$ cat src/rtl/utf8dw_pkg.sv
// ----------------------------------------------------------------------------
// utf8dw_pkg
// Shared types, constants and width tables of the UTF-8 display width counter.
// ----------------------------------------------------------------------------
package utf8dw_pkg;

    // default width of the running column count
    localparam int unsigned COUNT_BITS_DEF = 16;
    // width of the column count carried on the result beat
    localparam int unsigned WIDTH_OUT_BITS = 16;
    // code point width
    localparam int unsigned CP_BITS        = 21;

    localparam logic [7:0] ESC_BYTE = 8'h1B;
    localparam logic [7:0] CSI_BYTE = 8'h5B;

    // escape sequence tracker
    typedef enum logic [1:0] {
        PH_IDLE,
        PH_ESC,
        PH_PARAM,
        PH_INTER
    } t_esc_phase;

    // input beat: one byte of the string
    typedef struct packed {
        logic [7:0] data_byte;
        logic       last_byte;
    } t_in_beat;

    // result beat: width of the whole string
    typedef struct packed {
        logic [WIDTH_OUT_BITS-1:0] column_width;
        logic                      width_saturated;
    } t_out_beat;

    // width of a lone byte taken as its own code point
    function automatic logic [1:0] byte_width(input logic [7:0] b);
        logic zero;
        zero = (b inside {[8'h00:8'h1F], [8'h7F:8'h9F]});
        return zero ? 2'd0 : 2'd1;
    endfunction

    // console column width of one code point
    function automatic logic [1:0] cell_width(input logic [CP_BITS-1:0] c);
        logic zero;
        logic wide;
        zero = (c inside {[21'h00000:21'h0001F], [21'h0007F:21'h0009F],
                          [21'h00300:21'h0036F], [21'h01AB0:21'h01AFF],
                          [21'h01DC0:21'h01DFF], [21'h020D0:21'h020FF],
                          [21'h0FE20:21'h0FE2F], [21'h0FE0E:21'h0FE0F],
                          [21'h1F3FB:21'h1F3FF], 21'h0200D});
        wide = (c inside {[21'h01100:21'h0115F], [21'h02329:21'h0232A],
                          [21'h0231A:21'h0231B], [21'h023E9:21'h023F3],
                          [21'h023F8:21'h023FA], [21'h025AA:21'h025AB],
                          [21'h025B6:21'h025C0], [21'h025FB:21'h025FE],
                          [21'h02600:21'h026FF], [21'h02700:21'h027BF],
                          [21'h02934:21'h02935], [21'h02B05:21'h02B07],
                          [21'h02B1B:21'h02B1C], 21'h02B50, 21'h02B55,
                          [21'h02E80:21'h0303E], [21'h03040:21'h0A4CF],
                          [21'h0AC00:21'h0D7A3], [21'h0F900:21'h0FAFF],
                          [21'h0FE10:21'h0FE1F], [21'h0FE30:21'h0FE6F],
                          [21'h0FF00:21'h0FF60], [21'h0FFE0:21'h0FFE6],
                          [21'h1F1E6:21'h1F1FF], [21'h1F300:21'h1F64F],
                          [21'h1F680:21'h1F6FF], [21'h1F900:21'h1F9FF],
                          [21'h1FA00:21'h1FAFF], [21'h20000:21'h2FFFF]});
        if (zero) begin
            return 2'd0;
        end else if (wide) begin
            return 2'd2;
        end
        return 2'd1;
    endfunction

    // pad a partial code point with zero payload for the missing bytes
    function automatic logic [CP_BITS-1:0] pad_cp(input logic [CP_BITS-1:0] c,
                                                  input logic [1:0]         rem);
        logic [CP_BITS-1:0] r;
        case (rem)
            2'd0:    r = c;
            2'd1:    r = {c[CP_BITS-7:0], 6'b0};
            2'd2:    r = {c[CP_BITS-13:0], 12'b0};
            2'd3:    r = {c[CP_BITS-19:0], 18'b0};
            default: r = c;
        endcase
        return r;
    endfunction

endpackage

$ cat src/rtl/utf8dw_in_reg.sv
// ----------------------------------------------------------------------------
// utf8dw_in_reg
// Input register: holds one byte beat until the width core takes it.
// ----------------------------------------------------------------------------
module utf8dw_in_reg
    import utf8dw_pkg::*;
(
    input  logic     i_clk,
    input  logic     i_rst_n,
    input  logic     i_valid,
    input  t_in_beat i_beat,
    output logic     o_stall,
    input  logic     i_consume,
    output logic     o_valid,
    output t_in_beat o_beat
);

    logic     r_valid;
    logic     n_valid;
    t_in_beat r_beat;
    logic     load;

    // take a new beat whenever the register is empty or drains this cycle
    assign o_stall = r_valid && !i_consume;
    assign load    = i_valid && !o_stall;
    assign n_valid = load || (r_valid && !i_consume);

    always_ff @(posedge i_clk) begin
        if (!i_rst_n) begin
            r_valid <= 1'b0;
        end else begin
            r_valid <= n_valid;
        end
    end

    always_ff @(posedge i_clk) begin
        if (load) begin
            r_beat <= i_beat;
        end
    end

    assign o_valid = r_valid;
    assign o_beat  = r_beat;

endmodule

$ cat src/rtl/utf8dw_core.sv
// ----------------------------------------------------------------------------
// utf8dw_core
// Per-byte decode: UTF-8 assembly, CSI skipping and saturating width count.
// ----------------------------------------------------------------------------
module utf8dw_core
    import utf8dw_pkg::*;
#(
    parameter int unsigned COUNT_BITS = COUNT_BITS_DEF
) (
    input  logic      i_clk,
    input  logic      i_rst_n,
    input  logic      i_valid,
    input  t_in_beat  i_beat,
    output logic      o_consume,
    input  logic      i_out_busy,
    output logic      o_res_valid,
    output t_out_beat o_res
);

    localparam int unsigned SUM_BITS = COUNT_BITS + 2;
    localparam logic [COUNT_BITS-1:0] LIMIT = '1;

    logic [1:0]            r_bytes_rem;
    logic [1:0]            n_bytes_rem;
    logic [CP_BITS-1:0]    r_cp_acc;
    logic [CP_BITS-1:0]    n_cp_acc;
    t_esc_phase            r_phase;
    t_esc_phase            n_phase;
    logic [COUNT_BITS-1:0] r_pending;
    logic [COUNT_BITS-1:0] n_pending;
    logic [COUNT_BITS-1:0] r_total;
    logic [COUNT_BITS-1:0] n_total;
    logic                  r_sat;
    logic                  n_sat;

    logic [COUNT_BITS-1:0]                pend_bump;
    logic [COUNT_BITS-1:0]                flush_w;
    logic [COUNT_BITS-1:0]                end_w;
    logic [1:0]                           byte_w;
    logic [1:0]                           cp_w;
    logic                                 taken;
    logic                                 cp_check;
    logic [SUM_BITS-1:0]                  sum;
    logic                                 hit_limit;
    logic [COUNT_BITS+WIDTH_OUT_BITS-1:0] total_ext;
    logic [7:0]                           b;
    logic                                 last;

    assign b    = i_beat.data_byte;
    assign last = i_beat.last_byte;

    // a final byte waits only while the result register is still held
    assign o_consume = i_valid && !(last && i_out_busy);

    assign pend_bump = (r_pending == LIMIT) ? r_pending : r_pending + 1'b1;

    // next state for one byte
    always_comb begin
        n_bytes_rem = r_bytes_rem;
        n_cp_acc    = r_cp_acc;
        n_phase     = r_phase;
        n_pending   = r_pending;
        flush_w     = '0;
        byte_w      = 2'd0;
        taken       = 1'b0;

        if (r_bytes_rem != 2'd0) begin
            // continuation byte, taken blindly
            n_cp_acc    = {r_cp_acc[CP_BITS-7:0], b[5:0]};
            n_bytes_rem = r_bytes_rem - 2'd1;
        end else begin
            // escape sequence tracking
            case (r_phase)
                PH_ESC: begin
                    if (b == CSI_BYTE) begin
                        n_phase   = PH_PARAM;
                        n_pending = pend_bump;
                        taken     = 1'b1;
                    end else begin
                        flush_w   = r_pending;
                        n_pending = '0;
                        n_phase   = PH_IDLE;
                    end
                end
                PH_PARAM, PH_INTER: begin
                    if (r_phase == PH_PARAM && (b inside {[8'h30:8'h3F]})) begin
                        n_pending = pend_bump;
                        taken     = 1'b1;
                    end else if (b inside {[8'h20:8'h2F]}) begin
                        n_phase   = PH_INTER;
                        n_pending = pend_bump;
                        taken     = 1'b1;
                    end else if (b inside {[8'h40:8'h7E]}) begin
                        n_phase   = PH_IDLE;
                        n_pending = '0;
                        taken     = 1'b1;
                    end else begin
                        // broken csi: its bytes count as text
                        flush_w   = r_pending;
                        n_pending = '0;
                        n_phase   = PH_IDLE;
                    end
                end
                default: ;
            endcase

            // ordinary byte handling
            if (!taken) begin
                if (b == ESC_BYTE) begin
                    n_phase = PH_ESC;
                end else if (b[7:5] == 3'b110) begin
                    n_cp_acc    = {{(CP_BITS-5){1'b0}}, b[4:0]};
                    n_bytes_rem = 2'd1;
                end else if (b[7:4] == 4'b1110) begin
                    n_cp_acc    = {{(CP_BITS-4){1'b0}}, b[3:0]};
                    n_bytes_rem = 2'd2;
                end else if (b[7:3] == 5'b11110) begin
                    n_cp_acc    = {{(CP_BITS-3){1'b0}}, b[2:0]};
                    n_bytes_rem = 2'd3;
                end else begin
                    byte_w = byte_width(b);
                end
            end
        end

        // completed code point, or one cut short by the end of the string
        cp_check = ((r_bytes_rem != 2'd0) && (n_bytes_rem == 2'd0)) ||
                   (last && (n_bytes_rem != 2'd0));
        cp_w     = cp_check ? cell_width(pad_cp(n_cp_acc, n_bytes_rem)) : 2'd0;
        end_w    = last ? n_pending : '0;

        // saturating total
        sum = {2'b00, r_total} + {2'b00, flush_w} + {2'b00, end_w}
            + {{COUNT_BITS{1'b0}}, byte_w} + {{COUNT_BITS{1'b0}}, cp_w};
        hit_limit = (sum >= {2'b00, LIMIT});
        n_total   = hit_limit ? LIMIT : sum[COUNT_BITS-1:0];
        n_sat     = r_sat || hit_limit;

        total_ext = {{WIDTH_OUT_BITS{1'b0}}, n_total};
        o_res.column_width    = total_ext[WIDTH_OUT_BITS-1:0];
        o_res.width_saturated = n_sat;
        o_res_valid           = o_consume && last;

        // string done: back to the reset state
        if (last) begin
            n_bytes_rem = 2'd0;
            n_cp_acc    = '0;
            n_phase     = PH_IDLE;
            n_pending   = '0;
            n_total     = '0;
            n_sat       = 1'b0;
        end
    end

    always_ff @(posedge i_clk) begin
        if (!i_rst_n) begin
            r_bytes_rem <= 2'd0;
            r_cp_acc    <= '0;
            r_phase     <= PH_IDLE;
            r_pending   <= '0;
            r_total     <= '0;
            r_sat       <= 1'b0;
        end else if (o_consume) begin
            r_bytes_rem <= n_bytes_rem;
            r_cp_acc    <= n_cp_acc;
            r_phase     <= n_phase;
            r_pending   <= n_pending;
            r_total     <= n_total;
            r_sat       <= n_sat;
        end
    end

    // a finished string leaves the decoder clear
    a_clear_after_last: assert property (@(posedge i_clk) disable iff (!i_rst_n)
        o_consume && last |=> r_bytes_rem == 2'd0 && r_phase == PH_IDLE &&
                              r_total == '0 && r_pending == '0 && !r_sat)
        else $error("state not cleared after last beat");

    // flag and clamped total move together
    a_sat_matches: assert property (@(posedge i_clk) disable iff (!i_rst_n)
        r_sat == (r_total == LIMIT))
        else $error("saturation flag out of step with total");

    // pending width only exists inside a csi body
    a_pending_in_csi: assert property (@(posedge i_clk) disable iff (!i_rst_n)
        r_pending != '0 |-> (r_phase == PH_PARAM || r_phase == PH_INTER))
        else $error("pending width outside csi");

    // never overwrite a held result
    a_no_overwrite: assert property (@(posedge i_clk) disable iff (!i_rst_n)
        o_res_valid |-> !i_out_busy)
        else $error("result issued while output held");

endmodule

$ cat src/rtl/utf8dw_out_reg.sv
// ----------------------------------------------------------------------------
// utf8dw_out_reg
// Result register: holds the width beat until the receiver takes it.
// ----------------------------------------------------------------------------
module utf8dw_out_reg
    import utf8dw_pkg::*;
(
    input  logic      i_clk,
    input  logic      i_rst_n,
    input  logic      i_res_valid,
    input  t_out_beat i_res,
    output logic      o_busy,
    output logic      o_valid,
    output t_out_beat o_beat,
    input  logic      i_stall
);

    logic      r_valid;
    logic      n_valid;
    t_out_beat r_beat;

    // held while the receiver stalls, free otherwise
    assign o_busy  = r_valid && i_stall;
    assign n_valid = i_res_valid || o_busy;

    always_ff @(posedge i_clk) begin
        if (!i_rst_n) begin
            r_valid <= 1'b0;
        end else begin
            r_valid <= n_valid;
        end
    end

    always_ff @(posedge i_clk) begin
        if (i_res_valid) begin
            r_beat <= i_res;
        end
    end

    assign o_valid = r_valid;
    assign o_beat  = r_beat;

endmodule

$ cat src/rtl/utf8_display_width_counter.sv
// ----------------------------------------------------------------------------
// utf8_display_width_counter
// Console column width of a UTF-8 string, one byte per beat.
// ----------------------------------------------------------------------------
// Usage:
//   Input channel i_in_valid / i_in_beat / o_in_stall carries one byte per
//   beat; last_byte marks the final byte of a string. Output channel
//   o_out_valid / o_out_beat / i_out_stall carries one beat per string with
//   the saturating column width and the saturation flag.
//   Throughput is one byte per cycle while no last byte waits on a held
//   result: the per-byte decode is combinational between the input register
//   and the result register, and the state loop (code point, escape phase,
//   running total) is updated on each accepted byte. A last byte is decoded
//   from the input register into the result register, offered until taken.
//   A stall on the output holds the result; ordinary bytes keep flowing, and
//   only a next last byte waits for the held result to leave.
//   Reset (i_rst_n low, synchronous) empties both registers and clears the
//   decoder to the start of a new string.
// ----------------------------------------------------------------------------
module utf8_display_width_counter
    import utf8dw_pkg::*;
#(
    parameter int unsigned COUNT_BITS = COUNT_BITS_DEF
) (
    input  logic      i_clk,
    input  logic      i_rst_n,
    input  logic      i_in_valid,
    input  t_in_beat  i_in_beat,
    output logic      o_in_stall,
    output logic      o_out_valid,
    output t_out_beat o_out_beat,
    input  logic      i_out_stall
);

    logic      in_valid;
    t_in_beat  in_beat;
    logic      consume;
    logic      out_busy;
    logic      res_valid;
    t_out_beat res;

    // input register
    utf8dw_in_reg u_in_reg (
        .i_clk     (i_clk),
        .i_rst_n   (i_rst_n),
        .i_valid   (i_in_valid),
        .i_beat    (i_in_beat),
        .o_stall   (o_in_stall),
        .i_consume (consume),
        .o_valid   (in_valid),
        .o_beat    (in_beat)
    );

    // decode and count
    utf8dw_core #(
        .COUNT_BITS (COUNT_BITS)
    ) u_core (
        .i_clk       (i_clk),
        .i_rst_n     (i_rst_n),
        .i_valid     (in_valid),
        .i_beat      (in_beat),
        .o_consume   (consume),
        .i_out_busy  (out_busy),
        .o_res_valid (res_valid),
        .o_res       (res)
    );

    // result register
    utf8dw_out_reg u_out_reg (
        .i_clk       (i_clk),
        .i_rst_n     (i_rst_n),
        .i_res_valid (res_valid),
        .i_res       (res),
        .o_busy      (out_busy),
        .o_valid     (o_out_valid),
        .o_beat      (o_out_beat),
        .i_stall     (i_out_stall)
    );

endmodule

$ cat config.mk
export PLATFORM = sky130hd
export DESIGN_NAME = utf8_display_width_counter
export DESIGN_NICKNAME = d
export VERILOG_FILES = /design/src/rtl/utf8dw_pkg.sv /design/src/rtl/utf8dw_in_reg.sv /design/src/rtl/utf8dw_core.sv /design/src/rtl/utf8dw_out_reg.sv /design/src/rtl/utf8_display_width_counter.sv
export SDC_FILE = /design/constraint.sdc
export NUM_CORES = 1
export LEC_CHECK = 0
export ABC_AREA = 1
export BUFFER_PORTS_ARGS = -buffer_cell sky130_fd_sc_hd__clkbuf_2
export CORE_UTILIZATION = 64
export CTS_CLUSTER_DIAMETER = 200
export DETAILED_ROUTE_END_ITERATION = 8
export MAX_ROUTING_LAYER = met4
export PLACE_DENSITY = 0.86
export SYNTH_ARGS = -nofsm -noshare
export SYNTH_HDL_FRONTEND = slang
export SYNTH_SLANG_ARGS = --single-unit
$ cat constraint.sdc
create_clock -name i_clk -period 7.4 [get_ports i_clk]
set_input_delay 0.37 -clock i_clk [delete_from_list [all_inputs] [get_ports i_clk]]
set_output_delay 0.37 -clock i_clk [all_outputs]
set_load 0.1 [all_outputs]
== Word level (Yosys, flattened, before mapping) ==
Index checks and enable logic that the tools add are counted.

* Flip-flop bits (word level): 86
* Latch bits: 0
* Bits in writable memories: 0
* ROM bits: 0
* Input bits: 13
* Output and inout bits: 19
* Word-level logic and storage cells: 241
* Memories: 0

* Add/subtract/negate cells: 6
* $mul: 0
* Div/mod/pow operators: 0
* Magnitude comparators: 83
* Eq/ne operators: 16
* Shift-type cells: 0
* Multiplexer cells: 59
* Bitwise gates (word level): 0
* Reductions and logical operators: 65

{| class="wikitable"
|+ Operators by type and width
! operator !! number
|-
| 21-bit by 14-bit >= comparator with 1-bit output (second input constant) || 15
|-
| 21-bit by 14-bit less-or-equal comparator with 1-bit output (second input constant) || 14
|-
| 16-bit 2-to-1 mux || 14
|-
| 21-bit by 16-bit less-or-equal comparator with 1-bit output (second input constant) || 9
|-
| 21-bit by 16-bit >= comparator with 1-bit output (second input constant) || 8
|-
| 21-bit 2-to-1 mux || 7
|-
| 21-bit by 17-bit >= comparator with 1-bit output (second input constant) || 6
|-
| 21-bit by 17-bit less-or-equal comparator with 1-bit output (second input constant) || 6
|-
| 21-bit case mux with 4 select lines || 1
|-
| 16-bit case mux with 2 select lines || 2
|-
| 21-bit by 14-bit == test with 1-bit output (second input constant) || 3
|-
| 21-bit by 13-bit >= comparator with 1-bit output (second input constant) || 3
|-
| 21-bit by 13-bit less-or-equal comparator with 1-bit output (second input constant) || 3
|-
| 1-bit logical AND || 50
|-
| 2-bit 2-to-1 mux || 24
|-
| 18-bit by 2-bit adder with 18-bit output || 2
|-
| 29-bit nonzero test || 1
|-
| 21-bit by 1-bit >= comparator with 1-bit output (second input constant) || 1
|-
| 21-bit by 10-bit >= comparator with 1-bit output (second input constant) || 1
|-
| 21-bit by 18-bit >= comparator with 1-bit output (second input constant) || 1
|-
| 21-bit by 7-bit >= comparator with 1-bit output (second input constant) || 1
|-
| 21-bit by 10-bit less-or-equal comparator with 1-bit output (second input constant) || 1
|-
| 21-bit by 18-bit less-or-equal comparator with 1-bit output (second input constant) || 1
|-
| 21-bit by 5-bit less-or-equal comparator with 1-bit output (second input constant) || 1
|-
| 32 further kinds || 54
|}

== Logic depth before layout (Yosys ltp) ==
Gate-level depths: netlist of run 1.

* Word-level depth: 22
* Depth in mapped cells: 49
* Mapped depth without buffers: 47

== Cells and area by module ==
A second synthesis of run 1 with hierarchy kept.

* Cells, all modules: 1395
* Area, all modules: 8577.0 µm²

{| class="wikitable"
|+ Modules (own cells, without submodules)
! module !! instances !! cells an instance !! area each (µm²) !! seq. area each (µm²)
|-
| utf8dw_core || 1 || 1355 || 7702.4 || 1161.1
|-
| utf8dw_out_reg || 1 || 23 || 554.3 || 530.5
|-
| utf8dw_in_reg || 1 || 17 || 320.3 || 290.3
|}

== Worst setup path after synthesis of run 1 ==
Ideal clock, no wire load.

* Path kind: reg2reg
* From: reg u_core.r_bytes_rem[0]
* To: reg u_core.r_total[11]
* Setup time: 0.071 ns
* Arrival time: 6.092 ns
* Required time: 7.329 ns
* Slack: 1.238 ns
* Stages on the path, launching flop included: 42
* Path buffers: 4
* Clock period less this slack: 6.162 ns
* Cells stage by stage: dfxtp_1 nor2_4 inv_2 buf_2 nor2_1 inv_1 nor2_1 inv_1 clkbuf_1 buf_1 nor3_1 ha_1 fa_1 a21oi_1 o21bai_1 nand2_1 o211ai_1 a21oi_1 [... 6 more ...] inv_1 ha_1 ha_1 inv_1 nor3_1 nand3_1 nand2_1 xor2_1 nor3_1 nand3b_1 nor2_1 nand4_1 nand2_1 inv_1 clkbuf_1 nand2_1 nand2_1 a21oi_1

{| class="wikitable"
|+ RTL lines
! what !! line !! text
|-
| from (decl) || utf8dw_core.sv:23 || <nowiki>logic [1:0] r_bytes_rem;</nowiki>
|-
| from (signal assigned) || utf8dw_core.sv:164 || <nowiki>r_bytes_rem <= n_bytes_rem;</nowiki>
|-
| to (signal assigned) || utf8dw_core.sv:168 || <nowiki>r_total <= n_total;</nowiki>
|-
| to (decl) || utf8dw_core.sv:31 || <nowiki>logic [COUNT_BITS-1:0] r_total;</nowiki>
|}

==> results of run 1 <==
[kinds of logic (layout without fill, tap and decap cells)]
family	after synthesis	in the layout	synth area share, %
AO/OA/AOI/OAI	187	187	11.9
adder cells (fa/ha/maj)	52	52	7.62
AND/OR/NAND/NOR	870	870	44.5
XOR/XNOR	32	32	3.14
flip-flops	86	86	22.2
buffers and inverters	237	280	10.7
[Yosys cell counts (4+ instances only)]
cell / n
nand2_2: 16
o21bai_1: 7
o2111ai_1: 5
buf_4: 4
nand3_1: 128
ha_1: 48
nor2_2: 19
a21oi_1: 97
nor2_1: 156
edfxtp_1: 26
buf_2: 10
o21ai_1: 8
inv_1: 176
nor2_4: 10
o211ai_1: 9
nor4_1: 5
o21ai_0: 35
nor3_1: 48
buf_6: 5
xnor2_1: 4
a31oi_1: 5
inv_2: 18
nand4_1: 57
clkbuf_1: 21
or2_2: 4
nand2_1: 407
o22ai_1: 8
dfxtp_1: 60
xor2_1: 28
fa_1: 4
[through the flow]
step,setup WS (ns),total power (W)
final,0.508,0.00120
after global routing,-0.0284,0.00123
after CTS,0.301,0.00118
after detailed placement,0.366,0.000756
after global placement,0.715,0.000755
after floorplan,1.24,0.000694
[power breakdown]
| group | internal, W | total, W | switching, W |
|---|---|---|---|
| logic | 0.0000725 | 0.000271 | 0.000199 |
| registers | 0.000492 | 0.000497 | 0.00000554 |
| clock network | 0.000230 | 0.000432 | 0.000202 |
| total | 0.000794 | 0.00120 | 0.000406 |
[flip-flops by register name, indices dropped and copies added, names as in the netlist]
signal,cells
u_in_reg.o_beat,9
u_out_reg.o_beat,17
u_out_reg.o_valid,1
u_core.r_total,16
u_core.r_cp_acc,21
u_in_reg.o_valid,1
u_core.r_pending,16
u_core.r_bytes_rem,2
u_core.r_sat,1
u_core.r_phase,2
[what timing repair did]
action | in CTS | in global routing
resized for setup | 0 | 15
buffers inserted | 0 | 15
setup endpoints to repair | 0 | 32
[layout make-up]
cell class,count,share of cell area [%]
timing repair buffer,68,4.47
tap,176,2.27
clock buffer,10,2.36
timing repair inverter,1,0.0774
sequential,86,20.4
multi-input combinational,1141,62.3
clock inverter,6,0.439
inverter,195,7.61
[per-layer routing]
layer / wire, um / vias to the layer above / part of all wire [%] / track usage, %
li1: - / 4909 / - / -
met1: 12400 / 4700 / 41 / 59.0
met2: 12800 / 740 / 43 / 61.7
met3: 3860 / 97 / 13 / 9.03
met4: 958 / 0 / 3.2 / 14.1
met5: 0 / - / 0 / -
[path summary, 6_finish.rpt]
path | startpoint | endpoint | slack [ns] | depth (start not counted)
worst max register to register | u_in_reg.o_beat[6] | u_core.r_total[9] | 0.51 | 42
worst min register to register | u_core.r_cp_acc[19] | u_core.r_cp_acc[19] | 0.47 | 2
worst min-delay path | i_in_beat[2] | u_in_reg.o_beat[2] | 0.19 | 1
worst max-delay path | u_in_reg.o_beat[6] | u_core.r_total[9] | 0.51 | 42
[critical path, delay by kind of cell, from the launching register on]
family                     cells  cell delay, ns
and+or+nand+nor               29            3.57
adders and majority gates      2            0.94
AOI/OAI and AO/OA              4            0.64
DFF                            1            0.50
buffers and inverters          6            0.91
xor gates and xnor gates       1            0.23
==> results summary, run 1 <==
The run finished with clean final reports. The residual overflow from global routing came out at 0. By startpoint and endpoint, the worst setup path is classified as reg2reg.

The worst hold path belongs to the class in2reg. In the routed design, unresolved DRC markers number 0. The CTS H-tree depth came out at 3. The tool flagged a number of max-cap violations equal to 0. The number of buffers created by CTS is 9. The count of input and output buffers came out at 31. The growth of design area from synthesis to finish is 8.55%. Setup violations remaining at the end of the flow were counted as 0. The total number of vias is 10.4k. The number of sinks on the clock net came out at 86. Leaving out fill and tap cells, the most frequent cell in the layout is nand2_1. After detailed routing, the average wire length per cell comes to 17.9 um. The total routing resource utilization after global routing is 42.7%. The number of nets handed over by synthesis was 1529.

The combined flip-flop and latch cell area is 1980 um^2. The initial antenna violation count came out at 0. The number of library cell types mapped by synthesis came out at 51. The post-route cell area is 9690 um^2. The via density per instance is 6.21. The wire-length estimate of the detail-placed layout is 22900 um. The die width is 120 um. Row generation in the floorplan step produced 42 rows.

The number of hold violations in the final report is 0. The highest achievable clock rate came out at 145 MHz. In the synthesized netlist the dominant register cell turns out to be dfxtp_1. The fraction of final layout cells with drive strength greater than 1 is 12.0%.

Leaving out fill and tap cells, the most frequent cells in the layout are 405 x nand2_1, 174 x inv_1, 150 x nor2_1. Summed over all cells, the static leakage comes to 4.57 nW. STA classifies the critical path endpoint as a flop.

Summing all multi-input logic gate instances after layout gives 6040 um^2. 32 I/O pins were placed. The quantity of hold-fixing buffers added after cts is 0.

The largest clock skew in the final design is 0.0145 ns. VDD sags by at most 0.000153 V. The total negative slack for setup checks came out at 0 ns. The die covers 14400 um^2. The core utilization of the finished layout is 72.3%. The data required time at the worst endpoint is 7.67 ns.

The average cell area after synthesis is 6.10 um^2. The final-stage net count came out at 1567. The synthesized design contains 86 register bits. The count of flip-flops with a built-in enable after synthesis came out at 26. The number of warnings reported in the yosys synthesis log came out at 0. The TritonCTS clock tree is built. Entering global routing, the biggest net connects 59 pins. The first global-routing pass estimated 46900 um of wire. For this run, the slowest stage of the critical path takes 0.50 ns. The cell accounting for the most synthesized area is nand2_1. The ratio of final minimum period to clock period came out at 93.1%. The via count of the first global-routing pass came out at 9228. The cell area after synthesis came out at 8930 um^2. The worst path in the final design needs a cycle of 6.89 ns, including I/O delays and setup. The vertical die dimension is 120 um. The worst max-slew margin expressed relative to the limit is 24.8%. The post-detailed-route count of antenna-violating nets came out at 0.

Fill cells in the final layout number 1130. The clock-pin slew on the worst setup and hold paths came out at 0.07 ns. The arrival time reported for the critical path endpoint came out at 7.16 ns.

Among all stages on the critical path, the largest delay is contributed by edfxtp_1. The share of the synthesized area in the top cell type is 17.1%. The weighted congestion reported at the end of routability-driven placement is 1.06. The share of the yosys chip area belonging to registers is 22.2%. The floorplan step defined a core boundary enclosing 13400 um^2. The placed instance count came out at 1651. Synthesis handed over a netlist of 1464 instances.

The number of pins exceeding their max-slew limit in the final report came out at 0. The effective utilization at floorplan came out at 66.6%. The repair_antennas step left the layout with diodes totalling 0. Before antenna repair, the detailed router went through 6 iterations. By instance count, the cell type seen most on the critical path is nand2_1.

The number of standard cells in the final layout excluding fillers is 1683. The proportion of synthesized flip-flops having asynchronous set or reset came out at 0%. The DRC violation total after the first TritonRoute iteration is 1505.

The slew of the pin with the lowest slew margin is 1.13 ns. Dividing total power by cell area gives a power density of 124 nW/um^2. By area the synthesized netlist is led by nand2_1 17%, dfxtp_1 13%, edfxtp_1 8.7%, inv_1 7.4%, nand3_1 7.2%.

The maximum net fanout on the critical path came out at 13. The final layout contains routed wiring with a total length of 30100 um. The critical path startpoint category is a flop.

The instance area at placement came out at 9260 um^2. No sink is reached through more buffers than the 2 on the longest clock path. Clock tree synthesis selected as its root buffer the cell clkbuf_16. The worst hold-check slack came out at 0.188 ns. Clock latency on the worst-skew pair, taken at its later pin, is 0.36 ns.
Power figures use the tool's default switching activity.
==> run 2, diff against run 1 <==
--- a/config.mk
+++ b/config.mk
@@ -10,8 +10,7 @@
 export CORE_UTILIZATION = 64
 export CTS_CLUSTER_DIAMETER = 200
 export DETAILED_ROUTE_END_ITERATION = 8
-export MAX_ROUTING_LAYER = met4
-export PLACE_DENSITY = 0.86
+export PLACE_DENSITY = 0.82
 export SYNTH_ARGS = -nofsm -noshare
 export SYNTH_HDL_FRONTEND = slang
 export SYNTH_SLANG_ARGS = --single-unit
==> run 2 against run 1 <==
Clock power up 6.3%. Sequential share of layout area down 0.084 points. Via count up 1.8%. Core utilization up 0.30 points. Final cell count down 0.18%. Largest cell class unchanged. Largest power group unchanged. Highest routed layer unchanged.
==> results summary, run 2 (synthesis gave the netlist of run 1 again) <==
The flip-flop count of the largest register, all copies and words added is 21 (unchanged). The weighted congestion reported at the end of routability-driven placement was 1.02 (-3.6%). The growth of design area from synthesis to finish came out at 8.99%. The number of sinks on the clock net came to 86 (unchanged).

The ratio of final minimum period to clock period is 95.7% (+2.6 points). The largest clock skew in the final design is 0.0133 ns (-0.00119 ns). The critical path's slowest cell is nor4_1. The max-capacitance violation count was 0 (unchanged). STA classifies the critical path startpoint as a flop. The slew of the pin with the lowest slew margin is 1.20 ns (+0.0689 ns).

The first-pass GRT wire length was 48400 um (+3.2%). The path depth of the worst reg2reg path is 40 (-4.8%). The final routed wire length divided by cell count is 18.9 um (+5.6%). The total routing resource utilization after global routing came out at 43.1% (+0.38 points).

The floorplan die area came out at 14400 um^2 (unchanged). The quantity of hold-fixing buffers added after cts came out at 0 (unchanged). The worst setup path category is reg2reg.

The fraction of final layout cells with drive strength greater than 1 is 12.4% (+0.42 points). The placeable core region came out at 13400 um^2 (unchanged). Clock tree synthesis selected as its root buffer the cell clkbuf_16. The peak supply drop is 0.000243 V (+58%). The I/O pin total is 32 (unchanged).

The worst slack at placement came out at 0.126 ns (-0.239 ns). The total negative slack for setup checks is 0 ns (unchanged). The via density per instance is 6.33 (+1.9%). The residual overflow from global routing is 0 (unchanged). The total detailed-routing wirelength is 31700 um (+5.4%). The number of filler cells placed in the layout came out at 1080 (-4.4%). The count of input and output buffers is 31 (unchanged). The largest net degree at the start of global routing came to 59 (unchanged). The CTS H-tree depth came to 3 (unchanged). The worst max-slew margin expressed relative to the limit came to 20.0% (-4.8 points). The worst hold path terminates at u_in_reg.o_beat[1]. The worst setup path is captured at a flop.

The arrival time reported for the critical path endpoint was 7.35 ns (+0.19 ns). The number of buffers created by CTS came out at 9 (unchanged). The smallest setup slack after layout is 0.316 ns (-0.191 ns). The core utilization of the finished layout is 72.6% (+0.30 points). The worst hold path begins at i_in_beat[1]. The vertical die dimension was 120 um (unchanged).

The critical path's most frequent cell is nand2_1. The highest achievable clock rate is 141 MHz (-2.7%). The time the worst path needs with I/O delays and setup came to 7.08 ns (+0.191 ns). The initial antenna violation count came out at 0 (unchanged). The delay of the slowest critical-path stage is 0.71 ns (+0.21 ns). The number of standard cells in the final layout excluding fillers is 1680 (-0.18%).

The DRC violation count after routing is 0 (unchanged). The worst hold-check slack was 0.185 ns (-0.00305 ns). The clock-pin slew on the worst setup and hold paths came out at 0.07 ns (about the same). The placed instance count came out at 1640 (-0.67%).

The data required time at the worst endpoint was 7.67 ns (about the same). TritonCTS built the clock tree. The DRC violation total after the first TritonRoute iteration came out at 1407 (-6.5%).

The startpoint of the worst register-to-register path is u_in_reg.o_beat[7]. The library cell used most frequently in the layout, excluding fill and tap cells, is nand2_1. The register with the most flip-flops is u_core.r_cp_acc. The number of hold violations in the final report came out at 0 (unchanged). The number of iterations in the first detailed-routing pass is 6 (unchanged). The via count of the first global-routing pass came to 9374 (+1.6%). The final-stage net count is 1564 (-0.19%).

The deepest clock path buffer count is 2 (unchanged). The total setup violations reported at the end of the flow is 0 (unchanged). The reg2reg setup slack came out at 0.32 ns (-0.19 ns).

The number of antenna cells inserted came to 0 (unchanged). The launching instance or port of the critical path is u_in_reg.o_beat[7]. The hold path depth is 1 (unchanged). The total number of vias came out at 10.6k (+1.8%). The reg-to-reg endpoint is u_core.r_total[10]. The post-detailed-route count of antenna-violating nets came out at 0 (unchanged). The path class of the tightest hold or removal check is in2reg. The number of pins exceeding their max-slew limit in the final report is 0 (unchanged). The effective utilization at floorplan is 66.6% (unchanged). The total power divided by cell area came out at 127 nW/um^2 (+2.3%). The run finished with clean final reports. The number of cell rows came out at 42 (unchanged). The latest clock arrival within the worst-skew pair is 0.36 ns (about the same). The total leakage power came to 4.56 nW (-0.19%). The detailed placement HPWL is 23000 um (+0.58%). The maximum net fanout on the critical path is 10 (-3). Leaving out fill and tap cells, the most frequent cells in the layout are 403 x nand2_1, 173 x inv_1, 149 x nor2_1. The die width came to 120 um (unchanged).
## run 2: where the power goes
group	internal, W	leakage [nW]	switching (W)	total (W)
clock	0.000236	0.145	0.000223	0.000459
sequential	0.000492	0.734	0.00000583	0.000497
combinational	0.0000730	3.68	0.000204	0.000277
## run 2: critical path: cells and delay by family, from the launching register on
family                   cells  cell delay (ns)
adder cells (fa/ha/maj)      3             1.11
buffers and inverters        7             0.87
AND/OR/NAND/NOR             24             3.26
flip-flops                   1             0.48
XOR/XNOR                     1             0.24
AO/OA/AOI/OAI                5             1.03
## run 2: layout make-up
type | count | area [um^2] | area share (%)
multi-input cells | 1141 | 6090 | 62.5
well taps | 176 | 220 | 2.26
flip-flops and latches | 86 | 1980 | 20.4
clock inverters | 7 | 60.1 | 0.617
repair inverters | 2 | 12.5 | 0.129
inverters | 195 | 744 | 7.65
clock buffers | 9 | 225 | 2.31
repair buffers | 64 | 403 | 4.14
## run 2: timing repair
| action | in CTS | in global routing |
|---|---|---|
| pin swaps | 1 | 6 |
| buffers inserted | 3 | 19 |
| gates cloned | 0 | 2 |
| resized for setup | 0 | 27 |
| setup endpoints to repair | 6 | 32 |
## run 2: worst max path at each step
| stage | slack (ns) | end |
|---|---|---|
| floorplan | 1.24 | u_core.r_total[11] |
| global placement | 0.54 | u_core.r_total[3] |
| detailed placement | 0.13 | u_core.r_total[1] |
| CTS | 0.09 | u_core.r_total[1] |
| global route | -0.14 | u_core.r_total[1] |
| finish | 0.32 | u_core.r_total[10] |
## run 2: per-stage QoR
stage                     power, W  instance area (um^2)
final                      0.00123                  9730
after global routing       0.00126                  9730
after CTS                  0.00120                  9480
after detailed placement  0.000752                  9180
after global placement    0.000751                  9180
after floorplan           0.000694                  8930
## run 2: routing by layer
| layer | wire length [um] | up-vias | share of wire, % | global-route usage [%] |
|---|---|---|---|---|
| met5 | 0 | - | 0 | 0 |
| met4 | 1310 | 0 | 4.1 | 17.4 |
| met3 | 4610 | 161 | 15 | 11.1 |
| met2 | 13500 | 878 | 43 | 65.0 |
| met1 | 12300 | 4689 | 39 | 58.3 |
| li1 | - | 4901 | - | - |
==> run 3, diff against run 2 <==
--- a/config.mk
+++ b/config.mk
@@ -6,11 +6,12 @@
 export NUM_CORES = 1
 export LEC_CHECK = 0
 export ABC_AREA = 1
-export BUFFER_PORTS_ARGS = -buffer_cell sky130_fd_sc_hd__clkbuf_2
-export CORE_UTILIZATION = 64
+export CORE_UTILIZATION = 70
 export CTS_CLUSTER_DIAMETER = 200
 export DETAILED_ROUTE_END_ITERATION = 8
-export PLACE_DENSITY = 0.82
+export DONT_BUFFER_PORTS = 1
+export PLACE_DENSITY = 0.86
+export REMOVE_ABC_BUFFERS = 1
 export SYNTH_ARGS = -nofsm -noshare
 export SYNTH_HDL_FRONTEND = slang
 export SYNTH_SLANG_ARGS = --single-unit
==> constraint.sdc (replaced) <==
create_clock -name i_clk -period 9.2 [get_ports i_clk]
set_input_delay 0.46 -clock i_clk [delete_from_list [all_inputs] [get_ports i_clk]]
set_output_delay 0.46 -clock i_clk [all_outputs]
set_load 0.1 [all_outputs]
==> run 3 against run 2 <==
Via count decreased by 3.5%. Highest routed layer unchanged. Largest power group unchanged. Fmax decreased by 13%. Register-to-register slack improved by 0.72 ns. Global-route usage increased by 1.4 points.
==> results summary, run 3 (synthesis gave the netlist of run 1 again) <==
Leaving out fill and tap cells, the most frequent cell in the layout is nand2_1. The ratio of final minimum period to clock period came out at 88.8% (-7.0 points). The clock-pin slew on the worst setup and hold paths came out at 0.06 ns (about the same). The register with the most flip-flops in the final layout is u_core.r_cp_acc.

Setup repair after global routing left no endpoint under its margin. The time the worst path needs with I/O delays and setup came to 8.17 ns (+1.08 ns). The vertical die dimension is 115 um (-4.3%). The worst register-to-register path ends at u_core.r_total[14]. The number of standard cells in the final layout excluding fillers is 1610 (-4.2%). The final routed wire length divided by cell count came out at 18.1 um (-4.1%). The highest metal layer carrying signal wires in the routed design is met4.

The setup fix buffers added after clock tree synthesis is 0 (-3). The startpoint identified for the worst register-to-register timing path is u_core.r_bytes_rem[0]. The run finished with clean final reports. The class of the tightest hold or removal check is in2reg. The highest achievable clock rate came out at 122 MHz (-13%). The first-pass GRT wire length came out at 45600 um (-5.8%). The number of pins exceeding their max-slew limit in the final report came out at 0 (unchanged). The detailed placement HPWL is 21800 um (-5.4%).

The placed instance count is 1594 (-2.8%). The worst setup path is launched from a flop. The weighted congestion reported at the end of routability-driven placement is 1.06 (+3.5%). The via density per instance is 6.37 (+0.65%).

The met2 wire length came out at 12200 um (-9.6%). The total area of multi-input combinational cells was 6000 um^2 (-1.4%). The total detailed-routing wirelength was 29200 um (-8.1%). The smallest setup slack after layout came to 1.03 ns (+0.719 ns). The total setup violations reported at the end of the flow came out at 0 (unchanged). The max-capacitance violation count was 0 (unchanged). The slew of the pin with the lowest slew margin is 1.01 ns (-0.188 ns).

The largest net degree at the start of global routing is 59 (unchanged). The worst slack at placement is 1.54 ns (+1.41 ns). The DRC violation total after the first TritonRoute iteration is 1710 (+22%).

The number of antenna cells inserted came out at 0 (unchanged). The largest individual stage delay along the critical path comes from the cell nor2_4. Tracing the worst setup path back leads to its startpoint at u_core.r_bytes_rem[0]. The core utilization of the finished layout is 76.0% (+3.4 points).

The number of filler cells placed in the layout came out at 965 (-11%). The number of hold violations in the final report came to 0 (unchanged). The deepest clock path buffer count is 2 (unchanged). The critical path is of the reg2reg type. In this run the clock root is driven by a clkbuf_16. The TritonCTS clock tree is built. The fraction of final layout cells with drive strength greater than 1 is 7.28% (-5.2 points). The combined flip-flop and latch cell area is 1980 um^2 (unchanged). The I/O pin total came out at 32 (unchanged).

The peak supply drop came out at 0.000164 V (-32%). The floorplan die area was 13200 um^2 (-8.4%). The growth of design area from synthesis to finish is 3.96%.

The initial antenna violation count was 0 (unchanged). The reg2reg setup slack came to 1.03 ns (+0.72 ns). The arrival time reported for the critical path endpoint came out at 8.43 ns (+1.08 ns). The number of cell rows came out at 40 (-4.8%). The total number of vias came to 10.3k (-3.5%). The total routing resource utilization after global routing was 44.5% (+1.4 points).

The effective utilization at floorplan came to 73.1% (+6.5 points). The delay of the slowest critical-path stage was 0.51 ns (-0.20 ns). The flip-flop count of the largest register, all copies and words added was 21 (unchanged).

The number of iterations in the first detailed-routing pass came out at 7 (+1). The CTS H-tree depth is 3 (unchanged). The count of input and output buffers came to 0 (-100%). The worst max-slew margin expressed relative to the limit is 32.5% (+13 points). The post-detailed-route count of antenna-violating nets is 0 (unchanged). The number of buffers created by CTS is 9 (unchanged). The sum of internal, switching and leakage power is 0.00100 W (-19%). The quantity of hold-fixing buffers added after cts is 0 (unchanged).

The final-stage net count is 1502 (-4.0%). The residual overflow from global routing came out at 0 (unchanged). The die width is 115 um (-4.3%). The via count of the first global-routing pass is 9053 (-3.4%). The path depth of the worst reg2reg path came out at 37 (-7.5%). The hold path depth is 0 (-1).

The count of cells resized by post-cts repair came out at 0 (unchanged). In the layout the commonest cells are 406 x nand2_1, 175 x inv_1, 155 x nor2_1. The maximum net fanout on the critical path came out at 29 (+19). The total leakage power is 4.29 nW (-5.8%).

The type of destination of the critical path is a flop. The total power divided by cell area is 108 nW/um^2 (-15%). The routed length on met3 was 4200 um (-8.8%). The latest clock arrival within the worst-skew pair is 0.36 ns (about the same).

The data required time at the worst endpoint is 9.46 ns (+1.79 ns). The number of sinks on the clock net came out at 86 (unchanged). The routed length on met1 is 11500 um (-6.5%). The total negative slack for setup checks was 0 ns (unchanged). The largest clock skew in the final design is 0.0134 ns (+0.0000977 ns).

The DRC violation count after routing is 0 (unchanged). The placeable core region came to 12200 um^2 (-8.9%). The end point of the critical path is u_core.r_total[14].
run 3: cell types whose count changed in the layout (fill, tap and decap cells not counted), moves of 3 or more:
cell / delta
buf_4: -29
clkbuf_2: -31
clkinvlp_4: -3
nand2_1: +3
nor2_1: +6
nor2_2: -5
nor3_1: +6
nor3_2: -6
run 3: cell type report:
class | instances | area share [%]
clock inverters | 4 | 0.633
flip-flops and latches | 86 | 21.3
clock buffers | 12 | 2.88
multi-input cells | 1141 | 64.6
well taps | 168 | 2.26
inverters | 195 | 7.91
repair buffers | 4 | 0.323
run 3: critical path: cells and delay by family, from the launching register on:
kind	cells	cell delay [ns]
fa+ha+maj	4	1.14
buf+inv	6	1.25
compound gates	10	1.75
xor+xnor	2	0.23
flops	1	0.39
simple gates	15	3.31
run 3: worst min path at each step:
stage          slack, ns                start                  end
6_report            0.20         i_in_beat[1]   u_in_reg.o_beat[1]
5_1_grt             0.19         i_in_beat[2]   u_in_reg.o_beat[2]
4_1_cts             0.20         i_in_beat[2]   u_in_reg.o_beat[2]
3_5_place_dp        0.46  u_core.r_cp_acc[15]  u_core.r_cp_acc[15]
3_3_place_gp        0.45  u_core.r_cp_acc[20]  u_core.r_cp_acc[20]
2_1_floorplan       0.45  u_core.r_cp_acc[11]  u_core.r_cp_acc[11]
run 3: power breakdown:
group | switching (W) | internal, W
clock | 0.000163 | 0.000238
combinational | 0.000144 | 0.0000439
sequential | 0.0000190 | 0.000396
run 3: metal layers:
| metal | vias up | global-route usage (%) |
|---|---|---|
| met5 | - | 0 |
| met4 | 0 | 18.3 |
| met3 | 146 | 10.9 |
| met2 | 785 | 67.1 |
| met1 | 4548 | 60.9 |
| li1 | 4773 | - |
run 3: per-stage QoR:
stage / hold WS (ns) / instance area [um^2]
6_report: 0.200 / 9290
5_1_grt: 0.189 / 9290
4_1_cts: 0.197 / 9290
3_5_place_dp: 0.455 / 8960
3_3_place_gp: 0.452 / 8960
2_1_floorplan: 0.445 / 8710
